==> src/hdl/sfr_pkg.sv <==
// ----------------------------------------------------------------------------
// Sequence fragment reassembler package
// Shared constants, status codes and the types passed between the front end,
// the item queue and the back end.
// ----------------------------------------------------------------------------
`default_nettype none

package sfr_pkg;

  localparam int unsigned SEQ_W   = 31;
  localparam int unsigned OFS_W   = 18;
  localparam int unsigned LEN_W   = 11;
  localparam int unsigned CFG_W   = 18;
  localparam int unsigned CFG_IDX_W = 1;

  localparam logic [15:0]      FULL_FRAG_LEN = 16'd1300;
  localparam logic [OFS_W-1:0] BUFFER_LIMIT  = 18'd131072;
  localparam logic [OFS_W-1:0] CFG_RESET_VAL = 18'd131072;
  localparam logic [OFS_W-1:0] SEQ_BYTES     = 18'd4;

  localparam logic [CFG_IDX_W-1:0] CFG_FRAG_BUF_SIZE = 1'd0;
  localparam logic [CFG_IDX_W-1:0] CFG_MAX_MSG_SIZE  = 1'd1;

  typedef enum logic [2:0] {
    ST_WHOLE       = 3'd0,
    ST_REASSEMBLED = 3'd1,
    ST_STALE       = 3'd2,
    ST_MISSED      = 3'd3,
    ST_ILLEGAL_LEN = 3'd4,
    ST_PARTIAL     = 3'd5,
    ST_TOO_LONG    = 3'd6
  } status_e;

  // One classified packet header.
  typedef struct packed {
    logic [SEQ_W-1:0] seq;
    logic             frag;
    logic [OFS_W-1:0] start_lo;
    logic             start_fits;  // start is non-negative and fits the offset width
    logic [LEN_W-1:0] flen;
    logic             len_bad;     // negative or longer than the payload
    logic             len_full;
  } item_t;

  typedef struct packed {
    logic             deliver;
    status_e          status;
    logic [SEQ_W-1:0] dropped;
    logic [OFS_W-1:0] offset;
    logic [LEN_W-1:0] copy_len;
    logic [OFS_W-1:0] msg_len;
  } result_t;

endpackage

`default_nettype wire

==> src/hdl/sequence_fragment_reassembler.sv <==
// ----------------------------------------------------------------------------
// Sequence fragment reassembler
// Receive side of a sequenced datagram channel: drops stale packets, reports
// sequence gaps and tracks in-order fragment reassembly.
//
//   Channel  Direction  Handshake                  Payload
//   in       input      in_valid_i / in_ready_o    one packet header
//   out      output     out_valid_o / out_ready_i  one status result
//   cfg      input      cfg_we_i                   cfg_idx_i, cfg_data_i
//
// One header per cycle while the queue has room; an accepted header is written
// into the queue, and the back end registers its result in the output register
// when it takes the header from the queue and the output register is free.
// Reset clears the channel state and sets both size registers to 131072.
// The two-entry queue lets the front accept while a result waits on out_ready_i.
// ----------------------------------------------------------------------------
`default_nettype none

module sequence_fragment_reassembler (
  input  wire logic                          clk_i,
  input  wire logic                          rst_ni,
  input  wire logic                          cfg_we_i,
  input  wire logic [sfr_pkg::CFG_IDX_W-1:0] cfg_idx_i,
  input  wire logic [sfr_pkg::CFG_W-1:0]     cfg_data_i,
  input  wire logic                          in_valid_i,
  output logic                               in_ready_o,
  input  wire logic [sfr_pkg::SEQ_W-1:0]     sequence_req_i,
  input  wire logic                          fragmented_i,
  input  wire logic signed [31:0]            fragment_start_i,
  input  wire logic signed [15:0]            fragment_length_i,
  input  wire logic [sfr_pkg::LEN_W-1:0]     payload_bytes_i,
  output logic                               out_valid_o,
  input  wire logic                          out_ready_i,
  output logic                               deliver_o,
  output logic [2:0]                         status_o,
  output logic [sfr_pkg::SEQ_W-1:0]          dropped_count_o,
  output logic [sfr_pkg::OFS_W-1:0]          write_offset_o,
  output logic [sfr_pkg::LEN_W-1:0]          copy_length_o,
  output logic [sfr_pkg::OFS_W-1:0]          message_length_o
);
  import sfr_pkg::*;

  logic [CFG_W-1:0] frag_buf_size_q;
  logic [CFG_W-1:0] max_msg_size_q;
  logic [OFS_W-1:0] capacity;

  item_t   front_item;
  item_t   queue_item;
  logic    queue_full;
  logic    queue_valid;
  logic    queue_pop;
  logic    push;
  result_t res;

  always_ff @(posedge clk_i or negedge rst_ni) begin
    if (!rst_ni) begin
      frag_buf_size_q <= CFG_RESET_VAL;
      max_msg_size_q  <= CFG_RESET_VAL;
    end else if (cfg_we_i) begin
      case (cfg_idx_i)
        CFG_FRAG_BUF_SIZE: frag_buf_size_q <= cfg_data_i;
        CFG_MAX_MSG_SIZE:  max_msg_size_q  <= cfg_data_i;
        default: ;
      endcase
    end
  end

  assign capacity   = (frag_buf_size_q < BUFFER_LIMIT) ? frag_buf_size_q : BUFFER_LIMIT;
  assign in_ready_o = ~queue_full;
  assign push       = in_valid_i & ~queue_full;

  sfr_front u_front (
    .sequence_req_i    (sequence_req_i),
    .fragmented_i      (fragmented_i),
    .fragment_start_i  (fragment_start_i),
    .fragment_length_i (fragment_length_i),
    .payload_bytes_i   (payload_bytes_i),
    .item_o            (front_item)
  );

  sfr_queue u_queue (
    .clk_i       (clk_i),
    .rst_ni      (rst_ni),
    .push_i      (push),
    .push_item_i (front_item),
    .full_o      (queue_full),
    .pop_i       (queue_pop),
    .valid_o     (queue_valid),
    .pop_item_o  (queue_item)
  );

  sfr_back u_back (
    .clk_i        (clk_i),
    .rst_ni       (rst_ni),
    .item_valid_i (queue_valid),
    .item_i       (queue_item),
    .item_pop_o   (queue_pop),
    .capacity_i   (capacity),
    .max_msg_i    (max_msg_size_q),
    .res_valid_o  (out_valid_o),
    .res_ready_i  (out_ready_i),
    .res_o        (res)
  );

  assign deliver_o        = res.deliver;
  assign status_o         = res.status;
  assign dropped_count_o  = res.dropped;
  assign write_offset_o   = res.offset;
  assign copy_length_o    = res.copy_len;
  assign message_length_o = res.msg_len;

`ifndef SYNTHESIS
  // Only whole or reassembled messages are handed to the receiver.
  a_deliver_status: assert property (@(posedge clk_i) disable iff (!rst_ni)
    out_valid_o && deliver_o |-> (status_o == ST_WHOLE || status_o == ST_REASSEMBLED))
    else $error("deliver raised with a non-delivering status");

  a_msg_len_status: assert property (@(posedge clk_i) disable iff (!rst_ni)
    out_valid_o && (message_length_o != '0) |-> (status_o == ST_REASSEMBLED))
    else $error("message length set outside a reassembled result");

  a_copy_status: assert property (@(posedge clk_i) disable iff (!rst_ni)
    out_valid_o && (copy_length_o != '0) |->
      (status_o == ST_REASSEMBLED || status_o == ST_PARTIAL || status_o == ST_TOO_LONG))
    else $error("copy length set for a result that stores nothing");

  a_msg_len_min: assert property (@(posedge clk_i) disable iff (!rst_ni)
    out_valid_o && (status_o == ST_REASSEMBLED) |-> (message_length_o >= SEQ_BYTES))
    else $error("reassembled length lacks the sequence bytes");
`endif

endmodule

`default_nettype wire

==> src/hdl/sfr_front.sv <==
// ----------------------------------------------------------------------------
// Sequence fragment reassembler front end
// Checks the state-independent properties of a packet header.
// ----------------------------------------------------------------------------
`default_nettype none

module sfr_front (
  input  wire logic [sfr_pkg::SEQ_W-1:0] sequence_req_i,
  input  wire logic                      fragmented_i,
  input  wire logic signed [31:0]        fragment_start_i,
  input  wire logic signed [15:0]        fragment_length_i,
  input  wire logic [sfr_pkg::LEN_W-1:0] payload_bytes_i,
  output sfr_pkg::item_t                 item_o
);
  import sfr_pkg::*;

  logic len_neg;
  logic len_over;

  assign len_neg  = fragment_length_i[15];
  assign len_over = fragment_length_i[14:0] > {4'd0, payload_bytes_i};

  always_comb begin
    item_o.seq        = sequence_req_i;
    item_o.frag       = fragmented_i;
    item_o.start_lo   = fragment_start_i[OFS_W-1:0];
    item_o.start_fits = (fragment_start_i[31:OFS_W] == '0);
    item_o.flen       = fragment_length_i[LEN_W-1:0];
    item_o.len_bad    = len_neg | len_over;
    item_o.len_full   = (fragment_length_i == FULL_FRAG_LEN);
  end

endmodule

`default_nettype wire

==> src/hdl/sfr_queue.sv <==
// ----------------------------------------------------------------------------
// Sequence fragment reassembler item queue
// Two-entry queue between the front end and the back end.
// ----------------------------------------------------------------------------
`default_nettype none

module sfr_queue (
  input  wire logic           clk_i,
  input  wire logic           rst_ni,
  input  wire logic           push_i,
  input  wire sfr_pkg::item_t push_item_i,
  output logic                full_o,
  input  wire logic           pop_i,
  output logic                valid_o,
  output sfr_pkg::item_t      pop_item_o
);
  import sfr_pkg::*;

  item_t      mem_q [2];
  logic       wr_ptr_q, wr_ptr_d;
  logic       rd_ptr_q, rd_ptr_d;
  logic [1:0] count_q, count_d;

  assign full_o     = count_q[1];
  assign valid_o    = (count_q != 2'd0);
  assign pop_item_o = mem_q[rd_ptr_q];

  always_comb begin
    wr_ptr_d = wr_ptr_q ^ push_i;
    rd_ptr_d = rd_ptr_q ^ pop_i;
    count_d  = count_q + {1'b0, push_i} - {1'b0, pop_i};
  end

  always_ff @(posedge clk_i or negedge rst_ni) begin
    if (!rst_ni) begin
      wr_ptr_q <= 1'b0;
      rd_ptr_q <= 1'b0;
      count_q  <= 2'd0;
    end else begin
      wr_ptr_q <= wr_ptr_d;
      rd_ptr_q <= rd_ptr_d;
      count_q  <= count_d;
    end
  end

  always_ff @(posedge clk_i) begin
    if (push_i) begin
      mem_q[wr_ptr_q] <= push_item_i;
    end
  end

endmodule

`default_nettype wire

==> src/hdl/sfr_back.sv <==
// ----------------------------------------------------------------------------
// Sequence fragment reassembler back end
// Applies one header to the channel state and registers the result.
// ----------------------------------------------------------------------------
`default_nettype none

module sfr_back (
  input  wire logic                      clk_i,
  input  wire logic                      rst_ni,
  input  wire logic                      item_valid_i,
  input  wire sfr_pkg::item_t            item_i,
  output logic                           item_pop_o,
  input  wire logic [sfr_pkg::OFS_W-1:0] capacity_i,
  input  wire logic [sfr_pkg::OFS_W-1:0] max_msg_i,
  output logic                           res_valid_o,
  input  wire logic                      res_ready_i,
  output sfr_pkg::result_t               res_o
);
  import sfr_pkg::*;

  logic [SEQ_W-1:0] last_seq_q, last_seq_d;
  logic [SEQ_W-1:0] asm_seq_q, asm_seq_d;
  logic [OFS_W-1:0] asm_bytes_q, asm_bytes_d;
  logic [SEQ_W-1:0] last_gap_q, last_gap_d;
  logic             res_valid_q, res_valid_d;
  result_t          res_q, res_d;

  logic             stale;
  logic [OFS_W-1:0] base;
  logic [OFS_W:0]   sum;

  // The output register frees itself in the same cycle it is taken.
  assign item_pop_o  = item_valid_i & (~res_valid_q | res_ready_i);
  assign res_valid_o = res_valid_q;
  assign res_o       = res_q;

  assign stale = (item_i.seq <= last_seq_q);
  // A fragment of a new sequence restarts assembly from zero bytes.
  assign base  = (item_i.seq != asm_seq_q) ? '0 : asm_bytes_q;
  assign sum   = {1'b0, base} + {{(OFS_W + 1 - LEN_W){1'b0}}, item_i.flen};

  always_comb begin
    last_seq_d  = last_seq_q;
    asm_seq_d   = asm_seq_q;
    asm_bytes_d = asm_bytes_q;
    last_gap_d  = last_gap_q;
    res_d       = '0;
    res_d.status = ST_STALE;

    if (!stale) begin
      last_gap_d = item_i.seq - last_seq_q - {{(SEQ_W - 1){1'b0}}, 1'b1};
      if (!item_i.frag) begin
        last_seq_d    = item_i.seq;
        res_d.deliver = 1'b1;
        res_d.status  = ST_WHOLE;
      end else begin
        asm_seq_d   = item_i.seq;
        asm_bytes_d = base;
        if (!item_i.start_fits || item_i.start_lo != base) begin
          res_d.status = ST_MISSED;
        end else if (item_i.len_bad || sum > {1'b0, capacity_i}) begin
          res_d.status = ST_ILLEGAL_LEN;
        end else begin
          res_d.offset   = base;
          res_d.copy_len = item_i.flen;
          asm_bytes_d    = sum[OFS_W-1:0];
          if (item_i.len_full) begin
            res_d.status = ST_PARTIAL;
          end else if (sum > {1'b0, max_msg_i}) begin
            res_d.status = ST_TOO_LONG;
          end else begin
            res_d.deliver = 1'b1;
            res_d.status  = ST_REASSEMBLED;
            res_d.msg_len = sum[OFS_W-1:0] + SEQ_BYTES;
            asm_bytes_d   = '0;
            last_seq_d    = item_i.seq;
          end
        end
      end
    end
    res_d.dropped = last_gap_d;
  end

  always_comb begin
    res_valid_d = res_valid_q;
    if (item_pop_o) begin
      res_valid_d = 1'b1;
    end else if (res_ready_i) begin
      res_valid_d = 1'b0;
    end
  end

  always_ff @(posedge clk_i or negedge rst_ni) begin
    if (!rst_ni) begin
      last_seq_q  <= '0;
      asm_seq_q   <= '0;
      asm_bytes_q <= '0;
      last_gap_q  <= '0;
      res_valid_q <= 1'b0;
    end else begin
      res_valid_q <= res_valid_d;
      if (item_pop_o) begin
        last_seq_q  <= last_seq_d;
        asm_seq_q   <= asm_seq_d;
        asm_bytes_q <= asm_bytes_d;
        last_gap_q  <= last_gap_d;
      end
    end
  end

  always_ff @(posedge clk_i) begin
    if (item_pop_o) begin
      res_q <= res_d;
    end
  end

endmodule

`default_nettype wire

==> config.mk <==
export PLATFORM = sky130hd
export DESIGN_NAME = sequence_fragment_reassembler
export DESIGN_NICKNAME = d
export VERILOG_FILES = /design/src/hdl/sfr_pkg.sv /design/src/hdl/sequence_fragment_reassembler.sv /design/src/hdl/sfr_front.sv /design/src/hdl/sfr_queue.sv /design/src/hdl/sfr_back.sv
export SDC_FILE = /design/constraint.sdc
export NUM_CORES = 1
export LEC_CHECK = 0
export BUFFER_PORTS_ARGS = -buffer_cell sky130_fd_sc_hd__buf_2
export CORE_UTILIZATION = 53
export CTS_BUF_LIST = sky130_fd_sc_hd__clkbuf_4 sky130_fd_sc_hd__clkbuf_8
export DETAILED_ROUTE_END_ITERATION = 6
export GPL_TIMING_DRIVEN = 0
export PLACE_DENSITY = 0.84
export SYNTH_ARGS = -nofsm -noshare
export SYNTH_HDL_FRONTEND = slang
export SYNTH_SLANG_ARGS = --single-unit
==> constraint.sdc <==
create_clock -name clk_i -period 9.35 [get_ports clk_i]
set_input_delay 0.935 -clock clk_i [delete_from_list [all_inputs] [get_ports clk_i]]
set_output_delay 0.935 -clock clk_i [all_outputs]
set_load 0.01 [all_outputs]
== Word level (Yosys, flattened, before mapping) ==
Memory sizes are Yosys's and may differ from the RTL's.
Cells that the tools add are included.
Word-level totals
  memory bits (writable): 128
  output and inout bits: 84
  logic and storage cells: 87
  bits in registers: 234
  memories kept: 1
  bits of input ports: 115
Memory list
  u_queue.mem_q: depth 2, bits a word 64, read ports 1, clocked after Yosys merged registers in 0, wr ports 1, line sfr_queue.sv:19  | item_t mem_q [2];
Cells by class
  $add $sub $neg: 6
  muxes and demuxes: 25
  equality and inequality tests: 7
  magnitude comparators: 5
  bitwise gates (word level): 11
  reductions and logical operators: 14
Operators by type and width (number)
  $mux 31: 6
  $mux 18: 6
  $gt 19x18->1: 2
  $le 31x31->1: 1
  $ne 31x31->1: 1
  $sub 31x1->31 const B: 1
  $sub 31x31->31: 1
  $add 18x11->19: 1
  $add 18x3->18 const B: 1
  $lt 18x18->1 const B: 1
  $ne 18x18->1: 1
  $eq 16x11->1 const B: 1
  $gt 15x11->1: 1
  $logic_not 14->1: 1
  $mux 3: 4
  $mux 1: 8
  $ne 2x2->1 const B: 4
  $reduce_and 6->1: 1
  $reduce_or 6->1: 1
  $not 1->1: 5
  $mux 4: 1
  $reduce_and 2->1: 2
  $reduce_bool 2->1: 2
  $reduce_or 4->1: 1
  other kinds (10): 14

== Longest topological paths before layout ==
Gate-level depths: netlist of the first run.
An unclocked memory read counts as a cell.
  depth in word-level cells: 10
  gate-level depth with buffers: 32
  mapped depth without buffers: 28

== Modules after synthesis ==
From an unflattened synthesis of the first run, not the netlist that was laid out.
Unflattened totals
  cells, all modules: 1583
  area total of the unflattened synthesis: 19244.7 sq um
By module, submodules not included
  sfr_back: area each 11888.9 sq um, times used 1, cells each 1159, sequential area each 5265.0 sq um
  sfr_queue: area each 5028.6 sq um, times used 1, cells each 214, sequential area each 3943.8 sq um
  sequence_fragment_reassembler: area each 1512.7 sq um, times used 1, cells each 97, sequential area each 903.4 sq um
  sfr_front: area each 814.5 sq um, times used 1, cells each 113, sequential area each 0.0 sq um

== Worst setup path after synthesis of the first run ==
Ideal clock, no wire load.
  path kind: reg2reg
  start point: register u_queue.rd_ptr_q
  end point: register u_back.last_seq_q[3]
  required time: 9.222 ns
  path buffers: 6
  clock period less this slack: 6.475 ns
  path slack: 2.875 ns
  library setup time: 0.128 ns
  arrival: 6.348 ns
  stages on the path, launching flop included: 27
  cell sequence: dfrtp_1 buf_6 buf_6 buf_1 buf_1 buf_1 mux2i_1 inv_1 ha_1 a211oi_1 o21bai_1 o211ai_1 nand3b_1 a21oi_1 or2_2 xor2_1 nor2_1 ha_1 and3_1 nand4_1 a2111oi_2 or3b_1 a31o_1 o21bai_1 a21oi_2 buf_4 mux2_1
RTL lines
  start: declaration: line sfr_queue.sv:21  | logic rd_ptr_q, rd_ptr_d;
  start signal: assignment: line sfr_queue.sv:41  | rd_ptr_q <= rd_ptr_d;
  end signal: assignment: line sfr_back.sv:103  | last_seq_q <= last_seq_d;
  end: declaration: line sfr_back.sv:21  | logic [SEQ_W-1:0] last_seq_q, last_seq_d;

==> flow_metrics.py, run 1 <==
metrics = {
    "clock_network": {
        "postCtsSetupRepairBufs": 0,
        "htreeDepth": 2,
        "cts_tree": "yes",
        "numClockSinks": 362,
        "cts_resized": 0,
        "clk_path_buf_depth": 3,
        "cts_hold_buf": 0,
        "path_clk_slew_ps": 60,
        "insertion_delay_ps": 620,
        "clock-root-buffer": "clkbuf_8",
        "numCtsBuffers": 56,
    },
    "timing": {
        "fin_crit_sh_pct": 90.7,
        "fin_skew_ps": 17.9,
        "rsz0062_at_grt": "false",
        "fin_ws_ps": 874,
        "period_minus_slack_ps": 8480,
        "tns_ps": 0,
        "slew_headroom_pct": 25.0,
        "max_slew.worst_pin.slew_ps": 1120,
        "fmax_ghz": 0.118,
        "hold_viol_final": 0,
        "holdWs_ps": 276,
        "drv_slew": 0,
        "setup_viol": 0,
    },
    "place": {
        "dp.final_hpwl_mm": 32.7,
        "dpl_cell_area_sq_um": 20200,
        "placed_cells": 2137,
        "globalplace.congestion": 0.936,
        "port-buffer-count": 198,
        "pre_cts_ws_ps": 1110,
    },
    "cells_and_area": {
        "final_nets": 1944,
        "final_cells": 2243,
        "areaGrowthSynthToFinish_pct": 15.8,
        "drive_above_1_share_pct": 28.9,
        "final_area_sq_um": 21500,
        "diodes": 0,
    },
    "synth": {
        "ys.flop_type": "edfxtp_1",
        "syn-mean-instance-area_sq_um": 12.5,
        "ys_ff_latch": 362,
        "yosysMostFrequentCell": "edfxtp_1",
        "ys_types": 76,
        "synth_common_cells": "edfxtp_1 (210), mux2_2 (153), dfrtp_1 (150)",
        "ys_async_sr_fraction_pct": 42.0,
        "ys_top_cells_by_area": "edfxtp_1 (34%), dfrtp_1 (20%), mux2_2 (9.3%)",
        "yosysSeqAreaShare_pct": 54.5,
        "netlist_instances": 1481,
        "synth_top_area_share_pct": 34.0,
        "synth-edff-count": 210,
        "synth_fp_nets": 1685,
        "synth_top_area_cell": "edfxtp_1",
        "ys_warn_count": 0,
        "synth_area_sq_um": 18500,
    },
    "global_route": {
        "grt_overflow": 0,
        "grt_pass1_vias": 12799,
        "grt_max_degree": 101,
        "grt_pass1_wl_mm": 68.1,
        "antenna_found_initial": 0,
        "grt_usage_pct": 24.6,
    },
    "power": {
        "peakVddDrop_uv": 228,
        "p_leak_nw": 9.03,
        "cellPowerDensity_nw_per_um2": 346,
    },
    "routing": {
        "routed_via_density": 5.61,
        "wl_per_cell_um": 19.3,
        "drt-initial-drc-count": 781,
        "wirelength_mm": 43.4,
        "ant_nets": 0,
        "drt_pass1_iterations": 6,
        "drc": 0,
        "num_vias": 12583,
    },
    "critical_path": {
        "worstPathRequired_ps": 9790,
        "cp-end-kind": "flip-flop",
        "cp.arrival_ps": 8920,
        "worstSetupStartpointType": "flip-flop",
        "cp_max_fo": 10,
        "criticalPathCategory": "flip-flop to flip-flop",
    },
    "die": {
        "initial_core_util_pct": 53.8,
        "die_w_um": 189,
        "dieArea_sq_um": 35700,
        "core_sq_um": 34500,
        "num_io_pins": 199,
        "die_height_um": 189,
        "row_count": 68,
    },
    "run_status": {
        "outcome": "completed",
    },
    "worst_hold_path": {
        "min_path_type": "input port to async pin",
    },
    "flow_run": {
        "cap_violations": 0,
    },
}
-- metal layers --
metal	track usage (%)	up-vias	wire, um
li1	-	5947	-
met3	3.93	93	2460
met5	0	-	0
met1	29.7	6141	17300
met4	8.87	0	1250
met2	44.2	402	22400
-- placed cells by master, fill, tap and decap left out, types with 6 or more instances in the layout --
master / instances
ha_1: 85
a21oi_1: 55
mux2_1: 26
buf_2: 201
a211oi_1: 9
nand2_1: 79
a31oi_1: 10
nor3_1: 20
clkinv_2: 10
bufinv_16: 6
edfxtp_1: 210
o21ai_0: 41
clkbuf_1: 20
nand3_1: 26
and2_1: 15
dfrtp_1: 150
buf_1: 9
or2_2: 7
xor2_1: 45
mux2i_1: 24
clkbuf_4: 11
buf_6: 7
nand4_1: 25
mux2_2: 153
o21ai_2: 10
clkbuf_8: 65
inv_1: 109
and3_1: 15
xnor2_1: 55
o21bai_1: 12
nor2b_1: 17
mux2_4: 11
nor4_2: 7
clkinv_1: 12
nor2_1: 65
nand2b_1: 11
nor4_1: 20
a21o_1: 29
-- final cells by class --
cell class | instances | area [sq um]
repair buffers | 201 | 1060
well taps | 455 | 569
clock inverters | 30 | 295
inverters | 110 | 413
multi-input cells | 967 | 7830
flip-flops and latches | 362 | 10100
clock buffers | 76 | 977
fillers | 2676 | 13000
plain buffers | 42 | 219
-- kinds of logic (layout without fill, tap and decap cells) --
kind of cell	after synthesis	count (layout)	synth area share (%)
simple gates	329	329	9.34
flops	362	362	54.5
xor+xnor	100	100	4.72
compound gates	230	230	8.33
buf+inv	152	459	3.40
fa+ha+maj	90	90	6.14
mux	218	218	13.5
-- power breakdown --
group	internal, W	switching [W]
combinational	0.00150	0.00193
sequential	0.00233	0.000206
clock	0.000847	0.000620
total	0.00468	0.00275
-- path summary, 6_finish.rpt --
check / end / cells after the start / startpoint / slack [ps]
min in group clk_i: u_back.last_seq_q[3] / 1 / u_back.last_seq_q[3] / 490
hold reg to reg: u_back.last_seq_q[3] / 1 / u_back.last_seq_q[3] / 490
max in group asynchronous: frag_buf_size_q[17] / 2 / rst_ni / 8150
setup / recovery: u_back.res_o[12] / 27 / u_queue.rd_ptr_q / 870
hold / removal: u_back.asm_bytes_q[0] / 1 / rst_ni / 280
setup reg to reg: u_back.res_o[12] / 27 / u_queue.rd_ptr_q / 870
-- per-stage QoR --
step	power [W]	util, %
after detailed placement	0.00597	58.6
after global routing	0.00789	62.3
after floorplan	0.00502	-
after global placement	0.00584	58.4
final	0.00743	62.3
after CTS	0.00747	62.3
-- state kept, by name, summed over array words and instances, names as in the netlist --
register            count
u_queue.mem_q         128
u_back.res_o           82
u_back.asm_seq_q       31
u_back.last_gap_q      31
u_back.last_seq_q      31
frag_buf_size_q        18
max_msg_size_q         18
u_back.asm_bytes_q     18
u_queue.count_q         2
u_back.res_valid_o      1
u_queue.rd_ptr_q        1
u_queue.wr_ptr_q        1
-- worst max-delay path, stage by stage, from the launching register on --
cell and delay (ps):
dfrtp_1 350, buf_6 150, buf_6 200, buf_1 450, buf_1 660, buf_1 620, mux2i_1 450, inv_1 90
ha_1 320, a211oi_1 260, o21bai_1 190, o211ai_1 270, nand3b_1 110, a21oi_1 540, or2_2 250, xor2_1 220
nor2_1 150, ha_1 400, and3_1 170, nand4_1 140, a2111oi_2 400, or3b_1 440, a31oi_1 310, nand3_2 290
or2_1 320, buf_2 190, buf_2 190, nor2_1 170
Note: power is estimated with default switching activity, not from simulation.
==> run 2, diff against run 1 <==
- BUFFER_PORTS_ARGS: -buffer_cell sky130_fd_sc_hd__buf_2 -> -buffer_cell sky130_fd_sc_hd__buf_4
==> flow_metrics.py, run 2 (synthesis gave the netlist of run 1 again) <==
metrics = {
    "run_status": {
        "outcome": "completed",
    },
    "place": {
        "port-buffer-count": 198,
        "globalplace.congestion": 0.917,
        "dpl_cell_area_sq_um": 20700,
        "dp.final_hpwl_mm": 33.0,
    },
    "global_route": {
        "grt_pass1_wl_mm": 69.9,
        "grt_usage_pct": 25.0,
        "antenna_found_initial": 0,
        "grt_overflow": 0,
        "grt_max_degree": 92,
        "grt_pass1_vias": 13091,
    },
    "die": {
        "initial_core_util_pct": 53.8,
        "num_io_pins": 199,
        "core_sq_um": 34500,
        "die_w_um": 189,
        "dieArea_sq_um": 35700,
        "row_count": 68,
        "die_height_um": 189,
    },
    "routing": {
        "dr_wl_met2_mm": 22.4,
        "routed_via_density": 5.64,
        "drc": 0,
        "wl_per_cell_um": 19.6,
        "top_layer_used": "met4",
        "drt-initial-drc-count": 890,
        "ant_nets": 0,
        "drt_pass1_iterations": 6,
        "num_vias": 12658,
        "wl_met3_mm": 2.50,
        "wirelength_mm": 44.0,
        "drt-met1-wl_mm": 17.6,
    },
    "worst_hold_path": {
        "min_path_type": "input port to async pin",
    },
    "critical_path": {
        "crit_family": "buffers and inverters",
        "worstPathRequired_ps": 9810,
        "cp-end-kind": "flip-flop",
        "crit_path_frequent_cell": "buf_1",
        "path_buf_inv": 8,
        "cp.arrival_ps": 8850,
        "crit_slowest_cell": "buf_1",
        "slowest_delay_ps": 680,
        "worstSetupStartpointType": "flip-flop",
        "criticalPathCategory": "flip-flop to flip-flop",
        "cp_max_fo": 10,
    },
    "cells_and_area": {
        "areaGrowthSynthToFinish_pct": 18.3,
        "layout_commonest_cell": "edfxtp_1",
        "layout_common_cells": "edfxtp_1 (210), buf_4 (200), mux2_2 (153)",
        "drive_above_1_share_pct": 29.1,
        "final_nets": 1944,
        "fin_util_pct": 63.7,
        "final_area_sq_um": 21900,
        "fillers": 2651,
        "largest_register_ffs": 128,
        "regMostFlops": "u_queue.mem_q",
        "diodes": 0,
    },
    "flow_run": {
        "cap_violations": 0,
    },
    "timing": {
        "period_minus_slack_ps": 8390,
        "fin_skew_ps": 23.8,
        "fin_crit_sh_pct": 89.7,
        "max_slew.worst_pin.slew_ps": 1080,
        "setup_viol": 0,
        "hold_viol_final": 0,
        "tns_ps": 0,
        "holdWs_ps": 286,
        "rsz0062_at_grt": "false",
        "slew_headroom_pct": 27.2,
        "fmax_ghz": 0.119,
        "drv_slew": 0,
    },
    "power": {
        "finalPower_w": 0.00752,
        "peakVddDrop_uv": 275,
        "p_leak_nw": 9.19,
        "cellPowerDensity_nw_per_um2": 342,
    },
    "clock_network": {
        "postCtsSetupRepairBufs": 0,
        "numCtsBuffers": 56,
        "insertion_delay_ps": 620,
        "cts_tree": "yes",
        "numClockSinks": 362,
        "clock-root-buffer": "clkbuf_8",
        "cts_hold_buf": 0,
        "htreeDepth": 2,
        "cts_resized": 0,
        "clk_path_buf_depth": 3,
        "path_clk_slew_ps": 60,
    },
}
==> run 2: cell count changes in the layout (fill, tap and decap cells not counted), sizes merged <==
cell | before | now
clkinv | 22 | 17
clkbuf | 96 | 105
clkinvlp | 2 | 0
bufinv | 6 | 4
==> run 2: worst paths after layout <==
kind,startpoint,to,slack (ps),depth (start not counted)
setup / recovery,u_queue.rd_ptr_q,u_back.res_o[14],960,27
hold / removal,rst_ni,u_back.asm_bytes_q[0],290,1
setup reg to reg,u_queue.rd_ptr_q,u_back.res_o[14],960,27
hold reg to reg,u_back.last_seq_q[21],u_back.last_seq_q[21],490,1
max in group asynchronous,rst_ni,frag_buf_size_q[17],8140,2
min in group clk_i,u_back.last_seq_q[21],u_back.last_seq_q[21],490,1
==> run 2: final cells by class <==
class                      instances  area [sq um]  share of cell area (%)
inverter                         110           413                    1.88
clock buffer                      85          1040                    4.76
buffer                            42           219                   0.998
clock inverter                    21           199                   0.907
multi-input combinational        967          7830                    35.7
sequential                       362         10100                    46.1
tap                              455           569                    2.59
timing repair buffer             201          1560                    7.10
==> run 2: layer usage <==
| layer | global-route usage (%) | vias to the layer above |
|---|---|---|
| met4 | 9.27 | 0 |
| met5 | 0 | - |
| li1 | - | 5950 |
| met3 | 4.15 | 100 |
| met1 | 30.6 | 6185 |
| met2 | 44.4 | 423 |
==> run 2: metrics by stage <==
step	std cells	setup slack [ps]
detailed placement	2137	1100
global placement	2134	1240
CTS	2243	1020
global route	2243	413
floorplan	1481	2870
finish	2243	958
==> run 2: power by group <==
group	internal (W)	switching [W]	leakage [nW]
sequential	0.00233	0.000208	3.81
combinational	0.00159	0.00194	4.71
clock	0.000824	0.000625	0.664
total	0.00474	0.00277	9.19
==> run 3, diff against run 2 <==
- ABC_AREA: unset -> 1
==> flow_metrics.py, run 3 <==
metrics = {
    "global_route": {
        "grt_max_degree": 112,
        "grt_usage_pct": 27.4,
        "grt_pass1_wl_mm": 78.2,
        "grt_pass1_vias": 15372,
        "antenna_found_initial": 0,
        "grt_overflow": 0,
    },
    "power": {
        "intPower_w": 0.00453,
        "p_leak_nw": 10.5,
        "peakVddDrop_uv": 159,
        "power_frac_comb_pct": 49.8,
        "power_frac_seq_pct": 32.3,
        "pwr-share-clk_pct": 17.9,
        "swShare_pct": 43.2,
        "cellPowerDensity_nw_per_um2": 357,
        "switching_power_w": 0.00345,
    },
    "clock_network": {
        "clock-root-buffer": "clkbuf_8",
        "path_clk_slew_ps": 60,
        "htreeDepth": 2,
        "postCtsSetupRepairBufs": 0,
        "cts_hold_buf": 0,
        "numClockSinks": 362,
        "cts_tree": "yes",
        "insertion_delay_ps": 660,
        "clk_path_buf_depth": 3,
        "numCtsBuffers": 57,
        "cts_resized": 0,
    },
    "timing": {
        "setup_viol": 0,
        "rsz0062_at_grt": "false",
        "hold_viol_final": 0,
        "fin_skew_ps": 26.4,
        "holdWs_ps": 167,
        "max_slew.worst_pin.slew_ps": 1060,
        "fin_crit_sh_pct": 76.6,
        "period_minus_slack_ps": 7170,
        "drv_slew": 0,
        "fmax_ghz": 0.140,
        "tns_ps": 0,
        "slew_headroom_pct": 29.0,
    },
    "critical_path": {
        "criticalPathCategory": "flip-flop to flip-flop",
        "cp-end-kind": "flip-flop",
        "reg2reg_from": "u_queue.rd_ptr_q",
        "cp-startpoint": "u_queue.rd_ptr_q",
        "ff2ff_path_depth": 33,
        "crit_slowest_cell": "clkbuf_1",
        "worstPathRequired_ps": 9820,
        "cp_max_fo": 10,
        "worstSetupStartpointType": "flip-flop",
        "crit_end": "u_back.res_o[14]",
        "path_buf_inv": 10,
        "cp_num_cells": 33,
        "slowest_delay_ps": 510,
        "crit_family": "buffers and inverters",
        "r2r-end": "u_back.res_o[14]",
        "crit_path_frequent_cell": "nand2_1",
        "r2r_slack_ps": 2180,
        "cp.arrival_ps": 7640,
    },
    "synth": {
        "ys_top_cells_by_area": "edfxtp_1 (33%), dfrtp_1 (20%), nand2_1 (12%)",
        "synth_compound_area_share_pct": 7.99,
        "ys_ff_latch": 362,
        "ys_warn_count": 0,
        "synth_top_area_cell": "edfxtp_1",
        "yosysMostFrequentCell": "nand2_1",
        "synthAdderAreaFrac_pct": 5.94,
        "synth_fp_nets": 2338,
        "ys_async_sr_fraction_pct": 42.0,
        "yosysSeqAreaShare_pct": 53.2,
        "synthMuxAreaShare_pct": 0.685,
        "synth_common_cells": "nand2_1 (617), inv_1 (250), edfxtp_1 (210)",
        "ys_types": 50,
        "ys.flop_type": "edfxtp_1",
        "netlist_instances": 2134,
        "synth-edff-count": 210,
        "synth_xor_area_share_pct": 2.54,
        "synth_top_family_by_area": "simple AND/OR/NAND/NOR gates",
        "syn-mean-instance-area_sq_um": 8.90,
        "yosys.area_share.simple_pct": 22.8,
        "synth_top_area_share_pct": 33.2,
        "synth_area_sq_um": 19000,
    },
    "routing": {
        "wl_per_cell_um": 17.0,
        "routed_via_density": 5.43,
        "drt-initial-drc-count": 1303,
        "drc": 0,
        "drt_pass1_iterations": 5,
        "ant_nets": 0,
        "wirelength_mm": 49.3,
        "num_vias": 15717,
    },
    "cells_and_area": {
        "areaGrowthSynthToFinish_pct": 17.7,
        "largest_register_ffs": 128,
        "diodes": 0,
        "layout_commonest_cell": "nand2_1",
        "final_nets": 2597,
        "regMostFlops": "u_queue.mem_q",
        "drive_above_1_share_pct": 16.2,
        "layout_common_cells": "nand2_1 (617), inv_1 (250), edfxtp_1 (210)",
        "final_area_sq_um": 22400,
    },
    "die": {
        "die_height_um": 191,
        "row_count": 68,
        "core_sq_um": 34900,
        "die_w_um": 191,
        "num_io_pins": 199,
        "dieArea_sq_um": 36600,
        "initial_core_util_pct": 54.5,
    },
    "flow_run": {
        "cap_violations": 0,
    },
    "run_status": {
        "outcome": "completed",
    },
    "place": {
        "dpl_cell_area_sq_um": 21100,
        "port-buffer-count": 198,
        "dp.final_hpwl_mm": 36.6,
        "globalplace.congestion": 0.899,
    },
    "worst_hold_path": {
        "min_path_type": "input port to async pin",
    },
}
==> run 3: cell count changes in the layout (fill, tap and decap cells not counted), sizes merged, moves of 72 or more <==
cell and change:
inv +149, o21ai +104, nand3 +106, nand2 +551
nor2 +72, mux2 -190
==> run 3: worst reg2reg max path: cells and delay by family, from the launching register on <==
kind	cells	cell delay [ps]
buffers and inverters	10	2640
AND/OR/NAND/NOR	13	1570
AO/OA/AOI/OAI	6	1090
adder cells (fa/ha/maj)	3	1000
XOR/XNOR	1	380
flip-flops	1	330
==> run 3: area by class of cell <==
class                      count  area (sq um)
fill                        2765         12500
buffer                        59           312
sequential                   362         10100
clock buffer                  84          1040
multi-input combinational   1453          7620
tap                          455           569
clock inverter                23           186
timing repair buffer         200          1550
inverter                     260           978
==> run 3: cell families (layout without fill, tap and decap cells) <==
group,after synthesis,count (layout)
muxes,13,13
xor gates and xnor gates,55,55
adders and majority gates,89,89
AOI/OAI and AO/OA,284,284
buffers and inverters,319,626
and+or+nand+nor,1012,1012
DFF,362,362
==> run 3: metal layers <==
| metal | GRT usage, % | vias to the layer above | wire [um] |
|---|---|---|---|
| met4 | 9.74 | 0 | 1130 |
| met3 | 4.94 | 85 | 3970 |
| met5 | 0 | - | 0 |
| li1 | - | 7569 | - |
| met2 | 43.0 | 661 | 22100 |
| met1 | 38.3 | 7402 | 22100 |
==> run 3: worst min path at each step <==
stage	slack (ps)	depth (start not counted)	to	startpoint
floorplan	440	2	u_back.last_gap_q[29]	u_back.last_gap_q[29]
global placement	450	2	u_back.last_seq_q[20]	u_back.last_seq_q[20]
detailed placement	460	2	u_back.last_seq_q[21]	u_back.last_seq_q[21]
CTS	150	1	u_back.asm_bytes_q[7]	rst_ni
global route	170	1	u_back.asm_bytes_q[7]	rst_ni
finish	170	1	u_back.asm_bytes_q[7]	rst_ni
==> run 3: power groups by stage <==
stage	Sequential [W]	Clock (W)	Combinational, W
after global placement	0.00261	0	0.00373
after global routing	0.00263	0.00151	0.00443
after CTS	0.00258	0.00145	0.00392
after floorplan	0.00266	0	0.00257
after detailed placement	0.00260	0	0.00390
final	0.00258	0.00143	0.00397
==> run 3: metrics by stage <==
stage | total power (W) | utilization (%) | instances | setup slack (ps)
2_1_floorplan | 0.00523 | - | 2134 | 4090
3_3_place_gp | 0.00635 | 60.4 | 2787 | 2430
3_5_place_dp | 0.00650 | 60.6 | 2789 | 2300
4_1_cts | 0.00795 | 64.1 | 2896 | 2270
5_1_grt | 0.00857 | 64.1 | 2896 | 1640
6_report | 0.00798 | 64.1 | 2896 | 2180
